==> src/design/evade_pkg.sv <==
package evade_pkg;

  localparam int unsigned CfgIdxW  = 2;
  localparam int unsigned CfgDataW = 24;

  localparam logic [CfgIdxW-1:0] CfgPanic = 2'd0;
  localparam logic [CfgIdxW-1:0] CfgRelax = 2'd1;
  localparam logic [CfgIdxW-1:0] CfgMaxW  = 2'd2;
  localparam logic [CfgIdxW-1:0] CfgMaxV  = 2'd3;

  localparam int unsigned SqrtSteps = 25;
  localparam int unsigned DivSteps  = 48;

  typedef struct packed {
    logic               func;
    logic signed [23:0] char_x;
    logic signed [23:0] char_y;
    logic signed [23:0] char_z;
    logic signed [23:0] target_x;
    logic signed [23:0] target_y;
    logic signed [23:0] target_z;
  } evade_req_t;

  typedef struct packed {
    logic signed [23:0] vel_x;
    logic signed [23:0] vel_y;
    logic signed [23:0] vel_z;
    logic [15:0]        weight;
    logic               is_active;
  } evade_res_t;

  typedef enum logic [4:0] {
    OP_NONE,
    OP_LOAD,
    OP_MUL_X,
    OP_MUL_Y,
    OP_MUL_Z,
    OP_MUL_P,
    OP_MUL_L,
    OP_SAVE_L,
    OP_DONE_CHECK,
    OP_DONE_RANGE,
    OP_SQRT_INIT,
    OP_SQRT_STEP,
    OP_MUL_SEL,
    OP_DIV_INIT,
    OP_DIV_STEP,
    OP_STORE,
    OP_W_SAT,
    OP_DONE_STEER
  } op_e;

  typedef enum logic [1:0] {
    SEL_X,
    SEL_Y,
    SEL_Z,
    SEL_W
  } sel_e;

  typedef enum logic [3:0] {
    ST_IDLE,
    ST_MX,
    ST_MY,
    ST_MZ,
    ST_MP,
    ST_ML,
    ST_SL,
    ST_DEC,
    ST_SQI,
    ST_SQS,
    ST_CHK,
    ST_WCHK,
    ST_VMUL,
    ST_DIVI,
    ST_DIVS,
    ST_STORE
  } state_e;

  typedef struct packed {
    op_e  op;
    sel_e sel;
  } cmd_t;

  typedef struct packed {
    logic func;
    logic s_gt_lim;
    logic root_zero;
    logic lim_zero;
  } status_t;

endpackage

==> src/design/evade_ctrl.sv <==
module evade_ctrl (
  input  logic                clk_i,
  input  logic                rst_ni,
  input  logic                start_i,
  input  evade_pkg::status_t  status_i,
  output evade_pkg::cmd_t     cmd_o,
  output logic                busy_o
);

  evade_pkg::state_e state_q, state_d;
  evade_pkg::sel_e   sel_q, sel_d;
  logic [5:0]        cnt_q, cnt_d;

  always_ff @(posedge clk_i or negedge rst_ni) begin
    if (!rst_ni) begin
      state_q <= evade_pkg::ST_IDLE;
      sel_q   <= evade_pkg::SEL_X;
      cnt_q   <= '0;
    end else begin
      state_q <= state_d;
      sel_q   <= sel_d;
      cnt_q   <= cnt_d;
    end
  end

  // Next state, component select and step counter.
  always_comb begin
    state_d = state_q;
    sel_d   = sel_q;
    cnt_d   = cnt_q;
    unique case (state_q)
      evade_pkg::ST_IDLE: if (start_i) state_d = evade_pkg::ST_MX;
      evade_pkg::ST_MX:   state_d = evade_pkg::ST_MY;
      evade_pkg::ST_MY:   state_d = evade_pkg::ST_MZ;
      evade_pkg::ST_MZ:   state_d = evade_pkg::ST_MP;
      evade_pkg::ST_MP:   state_d = evade_pkg::ST_ML;
      evade_pkg::ST_ML:   state_d = evade_pkg::ST_SL;
      evade_pkg::ST_SL:   state_d = evade_pkg::ST_DEC;
      evade_pkg::ST_DEC: begin
        if (!status_i.func || status_i.s_gt_lim) state_d = evade_pkg::ST_IDLE;
        else state_d = evade_pkg::ST_SQI;
      end
      evade_pkg::ST_SQI: begin
        state_d = evade_pkg::ST_SQS;
        cnt_d   = 6'(evade_pkg::SqrtSteps - 1);
      end
      evade_pkg::ST_SQS: begin
        cnt_d = cnt_q - 6'd1;
        if (cnt_q == '0) state_d = evade_pkg::ST_CHK;
      end
      evade_pkg::ST_CHK: begin
        sel_d = evade_pkg::SEL_X;
        if (status_i.root_zero) state_d = evade_pkg::ST_WCHK;
        else state_d = evade_pkg::ST_VMUL;
      end
      evade_pkg::ST_WCHK: begin
        sel_d = evade_pkg::SEL_W;
        if (status_i.lim_zero) state_d = evade_pkg::ST_IDLE;
        else state_d = evade_pkg::ST_VMUL;
      end
      evade_pkg::ST_VMUL: state_d = evade_pkg::ST_DIVI;
      evade_pkg::ST_DIVI: begin
        state_d = evade_pkg::ST_DIVS;
        cnt_d   = 6'(evade_pkg::DivSteps - 1);
      end
      evade_pkg::ST_DIVS: begin
        cnt_d = cnt_q - 6'd1;
        if (cnt_q == '0) state_d = evade_pkg::ST_STORE;
      end
      evade_pkg::ST_STORE: begin
        unique case (sel_q)
          evade_pkg::SEL_X: begin
            sel_d   = evade_pkg::SEL_Y;
            state_d = evade_pkg::ST_VMUL;
          end
          evade_pkg::SEL_Y: begin
            sel_d   = evade_pkg::SEL_Z;
            state_d = evade_pkg::ST_VMUL;
          end
          evade_pkg::SEL_Z: state_d = evade_pkg::ST_WCHK;
          evade_pkg::SEL_W: state_d = evade_pkg::ST_IDLE;
          default:          state_d = evade_pkg::ST_IDLE;
        endcase
      end
      default: state_d = evade_pkg::ST_IDLE;
    endcase
  end

  // Command to the datapath.
  always_comb begin
    cmd_o.op  = evade_pkg::OP_NONE;
    cmd_o.sel = sel_q;
    unique case (state_q)
      evade_pkg::ST_IDLE: if (start_i) cmd_o.op = evade_pkg::OP_LOAD;
      evade_pkg::ST_MX:   cmd_o.op = evade_pkg::OP_MUL_X;
      evade_pkg::ST_MY:   cmd_o.op = evade_pkg::OP_MUL_Y;
      evade_pkg::ST_MZ:   cmd_o.op = evade_pkg::OP_MUL_Z;
      evade_pkg::ST_MP:   cmd_o.op = evade_pkg::OP_MUL_P;
      evade_pkg::ST_ML:   cmd_o.op = evade_pkg::OP_MUL_L;
      evade_pkg::ST_SL:   cmd_o.op = evade_pkg::OP_SAVE_L;
      evade_pkg::ST_DEC: begin
        if (!status_i.func) cmd_o.op = evade_pkg::OP_DONE_CHECK;
        else if (status_i.s_gt_lim) cmd_o.op = evade_pkg::OP_DONE_RANGE;
      end
      evade_pkg::ST_SQI:  cmd_o.op = evade_pkg::OP_SQRT_INIT;
      evade_pkg::ST_SQS:  cmd_o.op = evade_pkg::OP_SQRT_STEP;
      evade_pkg::ST_CHK:  cmd_o.op = evade_pkg::OP_NONE;
      evade_pkg::ST_WCHK: if (status_i.lim_zero) cmd_o.op = evade_pkg::OP_W_SAT;
      evade_pkg::ST_VMUL: cmd_o.op = evade_pkg::OP_MUL_SEL;
      evade_pkg::ST_DIVI: cmd_o.op = evade_pkg::OP_DIV_INIT;
      evade_pkg::ST_DIVS: cmd_o.op = evade_pkg::OP_DIV_STEP;
      evade_pkg::ST_STORE: begin
        if (sel_q == evade_pkg::SEL_W) cmd_o.op = evade_pkg::OP_DONE_STEER;
        else cmd_o.op = evade_pkg::OP_STORE;
      end
      default: cmd_o.op = evade_pkg::OP_NONE;
    endcase
  end

  assign busy_o = (state_q != evade_pkg::ST_IDLE);

endmodule

==> src/design/evade_dp.sv <==
module evade_dp (
  input  logic                                clk_i,
  input  logic                                rst_ni,
  input  logic                                cfg_we_i,
  input  logic [evade_pkg::CfgIdxW-1:0]       cfg_idx_i,
  input  logic [evade_pkg::CfgDataW-1:0]      cfg_data_i,
  input  evade_pkg::evade_req_t               req_i,
  input  evade_pkg::cmd_t                     cmd_i,
  output evade_pkg::status_t                  status_o,
  output logic                                done_o,
  output evade_pkg::evade_res_t               res_o
);

  logic [23:0] panic_q, relax_q, speed_q;
  logic [15:0] maxw_q;
  logic        flag_q;

  logic        func_q;
  logic [23:0] mag_q [3];
  logic        neg_q [3];
  logic [49:0] s_q, psq_q, lsq_q, p_q;
  logic [27:0] sr_q;
  logic [24:0] root_q;
  logic [49:0] sbits_q;
  logic [47:0] num_q, quo_q;
  logic [25:0] drem_q;
  logic [24:0] den_q;
  logic signed [23:0] vel_q [3];
  logic [15:0] w_q;
  logic        done_q;

  logic [24:0] limit;
  logic [24:0] mul_a, mul_b;
  logic [49:0] prod;
  logic [27:0] sr_n;
  logic [26:0] trial;
  logic [25:0] dr_n;
  logic [23:0] mag_sel;
  logic        neg_sel;
  logic signed [23:0] vel_sat;

  function automatic logic [24:0] diff25(input logic signed [23:0] a,
                                         input logic signed [23:0] b);
    diff25 = {a[23], a} - {b[23], b};
  endfunction

  function automatic logic [23:0] mag25(input logic [24:0] d);
    logic [24:0] m;
    m = d[24] ? (25'd0 - d) : d;
    mag25 = m[23:0];
  endfunction

  assign limit = {1'b0, panic_q} + {1'b0, relax_q};

  always_comb begin
    mag_sel = mag_q[0];
    neg_sel = neg_q[0];
    unique case (cmd_i.sel)
      evade_pkg::SEL_X: begin
        mag_sel = mag_q[0];
        neg_sel = neg_q[0];
      end
      evade_pkg::SEL_Y: begin
        mag_sel = mag_q[1];
        neg_sel = neg_q[1];
      end
      evade_pkg::SEL_Z: begin
        mag_sel = mag_q[2];
        neg_sel = neg_q[2];
      end
      evade_pkg::SEL_W: begin
        mag_sel = mag_q[2];
        neg_sel = 1'b0;
      end
      default: ;
    endcase
  end

  // One shared multiplier; its operands follow the current command.
  always_comb begin
    mul_a = '0;
    mul_b = '0;
    unique case (cmd_i.op)
      evade_pkg::OP_MUL_X: begin
        mul_a = {1'b0, mag_q[0]};
        mul_b = {1'b0, mag_q[0]};
      end
      evade_pkg::OP_MUL_Y: begin
        mul_a = {1'b0, mag_q[1]};
        mul_b = {1'b0, mag_q[1]};
      end
      evade_pkg::OP_MUL_Z: begin
        mul_a = {1'b0, mag_q[2]};
        mul_b = {1'b0, mag_q[2]};
      end
      evade_pkg::OP_MUL_P: begin
        mul_a = {1'b0, panic_q};
        mul_b = {1'b0, panic_q};
      end
      evade_pkg::OP_MUL_L: begin
        mul_a = limit;
        mul_b = limit;
      end
      evade_pkg::OP_MUL_SEL: begin
        if (cmd_i.sel == evade_pkg::SEL_W) begin
          mul_a = root_q;
          mul_b = {9'd0, maxw_q};
        end else begin
          mul_a = {1'b0, mag_sel};
          mul_b = {1'b0, speed_q};
        end
      end
      default: ;
    endcase
  end

  assign prod  = mul_a * mul_b;
  assign sr_n  = {sr_q[25:0], sbits_q[49:48]};
  assign trial = {root_q, 2'b01};
  assign dr_n  = {drem_q[24:0], num_q[47]};

  // Saturating signed velocity from the unsigned quotient.
  always_comb begin
    if (neg_sel) begin
      if (quo_q > 48'd8388608) vel_sat = 24'sh800000;
      else vel_sat = 24'(48'd0 - quo_q);
    end else begin
      if (quo_q > 48'd8388607) vel_sat = 24'sh7fffff;
      else vel_sat = 24'(quo_q);
    end
  end

  always_ff @(posedge clk_i or negedge rst_ni) begin
    if (!rst_ni) begin
      panic_q <= 24'd2560;
      relax_q <= 24'd2560;
      maxw_q  <= 16'd256;
      speed_q <= 24'd256;
      flag_q  <= 1'b0;
      done_q  <= 1'b0;
    end else begin
      if (cfg_we_i) begin
        unique case (cfg_idx_i)
          evade_pkg::CfgPanic: panic_q <= cfg_data_i;
          evade_pkg::CfgRelax: relax_q <= cfg_data_i;
          evade_pkg::CfgMaxW:  maxw_q  <= cfg_data_i[15:0];
          evade_pkg::CfgMaxV:  speed_q <= cfg_data_i;
          default: ;
        endcase
      end
      done_q <= (cmd_i.op == evade_pkg::OP_DONE_CHECK) ||
                (cmd_i.op == evade_pkg::OP_DONE_RANGE) ||
                (cmd_i.op == evade_pkg::OP_DONE_STEER) ||
                (cmd_i.op == evade_pkg::OP_W_SAT);
      if (cmd_i.op == evade_pkg::OP_DONE_CHECK && s_q < psq_q) flag_q <= 1'b1;
      if (cmd_i.op == evade_pkg::OP_DONE_RANGE) flag_q <= 1'b0;
    end
  end

  always_ff @(posedge clk_i) begin
    unique case (cmd_i.op)
      evade_pkg::OP_LOAD: begin
        func_q <= req_i.func;
        mag_q[0] <= mag25(diff25(req_i.char_x, req_i.target_x));
        mag_q[1] <= mag25(diff25(req_i.char_y, req_i.target_y));
        mag_q[2] <= mag25(diff25(req_i.char_z, req_i.target_z));
        neg_q[0] <= diff25(req_i.char_x, req_i.target_x) >> 24 != 25'd0;
        neg_q[1] <= diff25(req_i.char_y, req_i.target_y) >> 24 != 25'd0;
        neg_q[2] <= diff25(req_i.char_z, req_i.target_z) >> 24 != 25'd0;
        vel_q[0] <= '0;
        vel_q[1] <= '0;
        vel_q[2] <= '0;
        w_q      <= '0;
      end
      evade_pkg::OP_MUL_X: begin
        p_q <= prod;
        s_q <= '0;
      end
      evade_pkg::OP_MUL_Y, evade_pkg::OP_MUL_Z, evade_pkg::OP_MUL_P: begin
        p_q <= prod;
        s_q <= s_q + p_q;
      end
      evade_pkg::OP_MUL_L: begin
        p_q   <= prod;
        psq_q <= p_q;
      end
      evade_pkg::OP_SAVE_L: lsq_q <= p_q;
      evade_pkg::OP_SQRT_INIT: begin
        sr_q    <= '0;
        root_q  <= '0;
        sbits_q <= s_q;
      end
      evade_pkg::OP_SQRT_STEP: begin
        sbits_q <= {sbits_q[47:0], 2'b00};
        if (sr_n >= {1'b0, trial}) begin
          sr_q   <= sr_n - {1'b0, trial};
          root_q <= {root_q[23:0], 1'b1};
        end else begin
          sr_q   <= sr_n;
          root_q <= {root_q[23:0], 1'b0};
        end
      end
      evade_pkg::OP_MUL_SEL: p_q <= prod;
      evade_pkg::OP_DIV_INIT: begin
        num_q  <= p_q[47:0];
        drem_q <= '0;
        quo_q  <= '0;
        den_q  <= (cmd_i.sel == evade_pkg::SEL_W) ? limit : root_q;
      end
      evade_pkg::OP_DIV_STEP: begin
        num_q <= {num_q[46:0], 1'b0};
        if (dr_n >= {1'b0, den_q}) begin
          drem_q <= dr_n - {1'b0, den_q};
          quo_q  <= {quo_q[46:0], 1'b1};
        end else begin
          drem_q <= dr_n;
          quo_q  <= {quo_q[46:0], 1'b0};
        end
      end
      evade_pkg::OP_STORE: begin
        unique case (cmd_i.sel)
          evade_pkg::SEL_X: vel_q[0] <= vel_sat;
          evade_pkg::SEL_Y: vel_q[1] <= vel_sat;
          evade_pkg::SEL_Z: vel_q[2] <= vel_sat;
          default: ;
        endcase
      end
      evade_pkg::OP_DONE_STEER: begin
        if (quo_q > {32'd0, maxw_q}) w_q <= maxw_q;
        else w_q <= quo_q[15:0];
      end
      evade_pkg::OP_W_SAT: w_q <= maxw_q;
      default: ;
    endcase
  end

  assign status_o.func      = func_q;
  assign status_o.s_gt_lim  = (s_q > lsq_q);
  assign status_o.root_zero = (root_q == '0);
  assign status_o.lim_zero  = (limit == '0);

  assign done_o          = done_q;
  assign res_o.vel_x     = vel_q[0];
  assign res_o.vel_y     = vel_q[1];
  assign res_o.vel_z     = vel_q[2];
  assign res_o.weight    = w_q;
  assign res_o.is_active = flag_q;

endmodule

==> src/design/evade_steering_with_hysteresis.sv <==
// Evade steering with hysteresis. A request is taken when start_i is high and busy_o is low;
// its single result appears on res_o with done_o, high for one cycle, and the receiver cannot stall
// it. A check request, and a steer request out of range, end in the decision state; a steer
// request in range goes on to a 25-step square root and four 48-step restoring divisions
// (three velocity components and the weight) sharing one divider and one 25x25 multiplier.
// A zero-length vector skips the velocity divisions, and also the weight division, saturating
// the weight, when panic plus relax distance is zero. The next request can be taken in the
// cycle that carries the result. Configuration writes take effect at once; the user must make
// them only in idle periods, as the block itself does not enforce it.
module evade_steering_with_hysteresis (
  input  logic                               clk_i,
  input  logic                               rst_ni,
  input  logic                               start_i,
  input  evade_pkg::evade_req_t              req_i,
  output logic                               busy_o,
  output logic                               done_o,
  output evade_pkg::evade_res_t              res_o,
  input  logic                               cfg_we_i,
  input  logic [evade_pkg::CfgIdxW-1:0]      cfg_idx_i,
  input  logic [evade_pkg::CfgDataW-1:0]     cfg_data_i
);

  evade_pkg::cmd_t    cmd;
  evade_pkg::status_t status;

  evade_ctrl u_ctrl (
    .clk_i    (clk_i),
    .rst_ni   (rst_ni),
    .start_i  (start_i),
    .status_i (status),
    .cmd_o    (cmd),
    .busy_o   (busy_o)
  );

  evade_dp u_dp (
    .clk_i      (clk_i),
    .rst_ni     (rst_ni),
    .cfg_we_i   (cfg_we_i),
    .cfg_idx_i  (cfg_idx_i),
    .cfg_data_i (cfg_data_i),
    .req_i      (req_i),
    .cmd_i      (cmd),
    .status_o   (status),
    .done_o     (done_o),
    .res_o      (res_o)
  );

  a_done_idle: assert property (@(posedge clk_i) disable iff (!rst_ni)
    done_o |-> !busy_o)
    else $error("result strobe while a request is still in progress");

  a_accept_busy: assert property (@(posedge clk_i) disable iff (!rst_ni)
    (start_i && !busy_o) |=> busy_o)
    else $error("accepted request did not make the block busy");

  a_done_pulse: assert property (@(posedge clk_i) disable iff (!rst_ni)
    done_o |=> !done_o)
    else $error("result strobe lasted more than one cycle");

  a_flag_hold: assert property (@(posedge clk_i) disable iff (!rst_ni)
    (!done_o && !busy_o) |=> $stable(res_o.is_active) || done_o)
    else $error("active flag changed without a result");

endmodule

==> config.mk <==
export PLATFORM = sky130hd
export DESIGN_NAME = evade_steering_with_hysteresis
export DESIGN_NICKNAME = d
export VERILOG_FILES = /design/src/design/evade_pkg.sv /design/src/design/evade_ctrl.sv /design/src/design/evade_dp.sv /design/src/design/evade_steering_with_hysteresis.sv
export SDC_FILE = /design/constraint.sdc
export NUM_CORES = 2
export LEC_CHECK = 0
export ABC_AREA = 1
export BUFFER_PORTS_ARGS = -buffer_cell sky130_fd_sc_hd__clkbuf_2
export CAP_MARGIN = 20
export CORE_ASPECT_RATIO = 1.2
export CORE_MARGIN = 5
export CORE_UTILIZATION = 55
export CTS_CLUSTER_DIAMETER = 100
export CTS_CLUSTER_SIZE = 40
export DETAILED_ROUTE_END_ITERATION = 7
export HOLD_SLACK_MARGIN = 0.12
export PLACE_DENSITY = 0.83
export SLEW_MARGIN = 20
export SYNTH_ARGS = -nofsm -noshare
export SYNTH_HDL_FRONTEND = slang
export SYNTH_SLANG_ARGS = --single-unit
==> constraint.sdc <==
create_clock -name clk_i -period 10.95 [get_ports clk_i]
set_clock_uncertainty 0.05 [all_clocks]
set_input_delay 1.6425 -clock clk_i [delete_from_list [all_inputs] [get_ports clk_i]]
set_output_delay 1.6425 -clock clk_i [all_outputs]
set_load 0.02 [all_outputs]
==> reports/summary.txt <==
Peak Freq = 102.2 MHz
drt first pass iters = 8
crit path launch type = flop
CP max-delay cell = ha_1
max cap viols = 0
Rows = 141
GRT met2 Usage = 56.76%
Crit path required time = 11.33 ns
DIE WIDTH = 330.8 µm
met3 Use GR = 4.451%
routed via count = 58.90k
M1 GR Usage = 36.40%
wire per inst = 20.73 µm
Routability Congestion = 1.046
first-pass GRT wire length = 332600 µm
DRC Markers = 0
RSZ-0062 raised after global routing = false
vias per cell = 5.680
#FFs+latches synth = 713
post-synth top area cell = edfxtp_1
share of layout cells above drive strength 1 = 5.594%
most used routing layer in global routing = met2
Tcrit/Tclk final = 89.40%
Hold Violations, Final = 0
sequential share of the synthesized area = 30.78%
setup TNS = 0 ns
Starting Density = 55.23%
Final nets = 9921
CP peak stage delay = 0.64 ns
kind of critical path = flop to flop
crit path DAT = 10.17 ns
total core area = 123000 µm²
CTS-repair resized insts = 0
Clock Pin Slew Worst Setup and Hold Paths = 0.15 ns
Final min period = 9.789 ns
vias in the first global route = 60.03k
Setup Viol. Count Final = 0
Clock Latency Late Sink = 0.70 ns
largest net degree at the start of global routing = 82
Post-Syn Instances = 8554
worst setup margin = 1.161 ns
Die Y = 395.0 µm
root buf cell = clkbuf_16
Initial DRC Count = 5747
CP Capture Type = flop
min-delay worst type = flop to flop
most frequent cells in the layout = 2229 x nand2_1, 1773 x inv_1, 611 x edfxtp_1, 600 x nor2_1, 532 x fa_1
post-CTS setup buffers = 0
antenna-violating nets left = 0
Synth warnings = 0
synthesized area = 67920 µm²
pre-CTS WS = 1.444 ns
TritonCTS Sinks = 713
WL final = 214900 µm
Avg Cell Area, Syn = 7.940 µm²
Port Buffers = 265
total CTS buffers = 25
H-tree level count = 1
initial antenna violation count = 1
ranking of synthesized cells by area = edfxtp_1 27%, fa_1 16%, nand2_1 12%
CP max FO = 26
Post-synth EDFFs = 611
DP Wirelength = 174800 µm
Die Area = 130600 µm²
P&R area growth vs syn = 5.939%
# IOs = 266
GRT Residual Overflow = 0
syn_nets = 9769
hold_buf cts = 0
outcome = complete, no violations
commonest non-fill, non-tap cell in the layout = nand2_1
area fraction of the dominant cell type after synthesis = 27.01%
Max clock buf depth = 3
Final Max Tran Viols = 0
CP dominant cell by count = fa_1
async set or reset register ratio after synthesis = 14.31%
relative slew slack = 22.51%
actual slew at the worst max-slew pin = 1.162 ns
Overall Global Routing Usage = 32.61%
CTS tree = done
Netlist cell types = 69
Main synth FF type = edfxtp_1
## worst max-delay path, delay by kind of cell, from the launching register on
kind | cells | cell delay, ns
buf+inv | 7 | 1.04
compound gates | 5 | 1.57
simple gates | 7 | 1.38
flops | 1 | 0.44
fa+ha+maj | 9 | 4.88
xor+xnor | 1 | 0.15
## synthesized netlist by cell type, drive strengths merged, types with 2 or more instances
library cell / n
o22ai: 25
xnor2: 78
a21boi: 19
buf: 129
a21o: 25
edfxtp: 611
a22oi: 4
o31ai: 4
o21bai: 29
a31o: 2
a31oi: 46
and3: 3
or2: 24
clkbuf: 108
nand3b: 14
nor3b: 6
dfrtp: 96
dfstp: 6
o21a: 12
ha: 508
o21ai: 414
nor2: 619
o2111ai: 3
nor4: 25
a21oi: 404
o221ai: 8
fa: 532
o32ai: 2
nor3: 54
nand2: 2242
xor2: 127
o211ai: 50
a211oi: 5
nand3: 379
nand4: 122
inv: 1780
o2111a: 22
a221oi: 4
and2: 3
## stage by stage
| step | instances | cell area [µm²] | util, % | hold slack [ns] |
|---|---|---|---|---|
| 2_1_floorplan | 8554 | 67920 | - | 0.3978 |
| 3_3_place_gp | 10320 | 71080 | 57.80 | 0.4153 |
| 3_5_place_dp | 10320 | 71080 | 57.80 | 0.4192 |
| 4_1_cts | 10370 | 71940 | 58.51 | 0.4511 |
| 5_1_grt | 10370 | 71950 | 58.51 | 0.4837 |
| 6_report | 10370 | 71950 | 58.52 | 0.4542 |
## cells by family (layout without fill, tap and decap cells)
kind of cell / Yosys count / count (layout) / share of synthesized area [%]
compound gates: 1086 / 1086 / 9.110
xor+xnor: 205 / 205 / 2.655
fa+ha+maj: 1040 / 1040 / 25.04
buf+inv: 2018 / 2187 / 11.41
flops: 713 / 713 / 30.78
other cells: 0 / 1 / 0
simple gates: 3492 / 3492 / 21.01
## final timing paths
check                                 from  depth (start not counted)          endpoint  slack [ns]
max                        u_ctrl.sel_q[0]                         29      u_dp.p_q[43]        1.16
min                        u_dp.speed_q[4]                          2   u_dp.speed_q[4]        0.45
max reg2reg                u_ctrl.sel_q[0]                         29      u_dp.p_q[43]        1.16
min reg2reg                u_dp.speed_q[4]                          2   u_dp.speed_q[4]        0.45
max in group asynchronous           rst_ni                          2   u_ctrl.cnt_q[4]        9.06
min in group asynchronous           rst_ni                          1  u_dp.speed_q[19]        0.77
## metal layers
layer / vias up / part of all wire (%)
li1: 27330 / -
met1: 27930 / 35
met2: 2795 / 49
met3: 837 / 7.2
met4: 0 / 9.5
met5: - / 0
## sequential cells by signal (all words and copies together), names as in the netlist, 3 cells and up
signal	flops
u_ctrl.cnt_q	6
u_ctrl.state_q	4
u_dp.den_q	25
u_dp.drem_q	25
u_dp.lsq_q	50
u_dp.mag_q	72
u_dp.maxw_q	16
u_dp.neg_q	3
u_dp.num_q	48
u_dp.p_q	50
u_dp.panic_q	24
u_dp.psq_q	50
u_dp.quo_q	48
u_dp.relax_q	24
u_dp.root_q	25
u_dp.s_q	50
u_dp.sbits_q	50
u_dp.speed_q	24
u_dp.sr_q	26
u_dp.vel_q	72
u_dp.w_q	16
## layout make-up
class	instances	area (µm²)
clock buffers	30	644.4
fillers	11010	51010
diodes	1	2.502
inverters	1781	6685
flip-flops and latches	713	20910
repair buffers	362	2061
multi-input cells	5823	39380
clock inverters	14	220.2
well taps	1644	2057
Power is not shown: default switching activity piles up to over one toggle a cycle in this logic, so the estimate is an artifact.
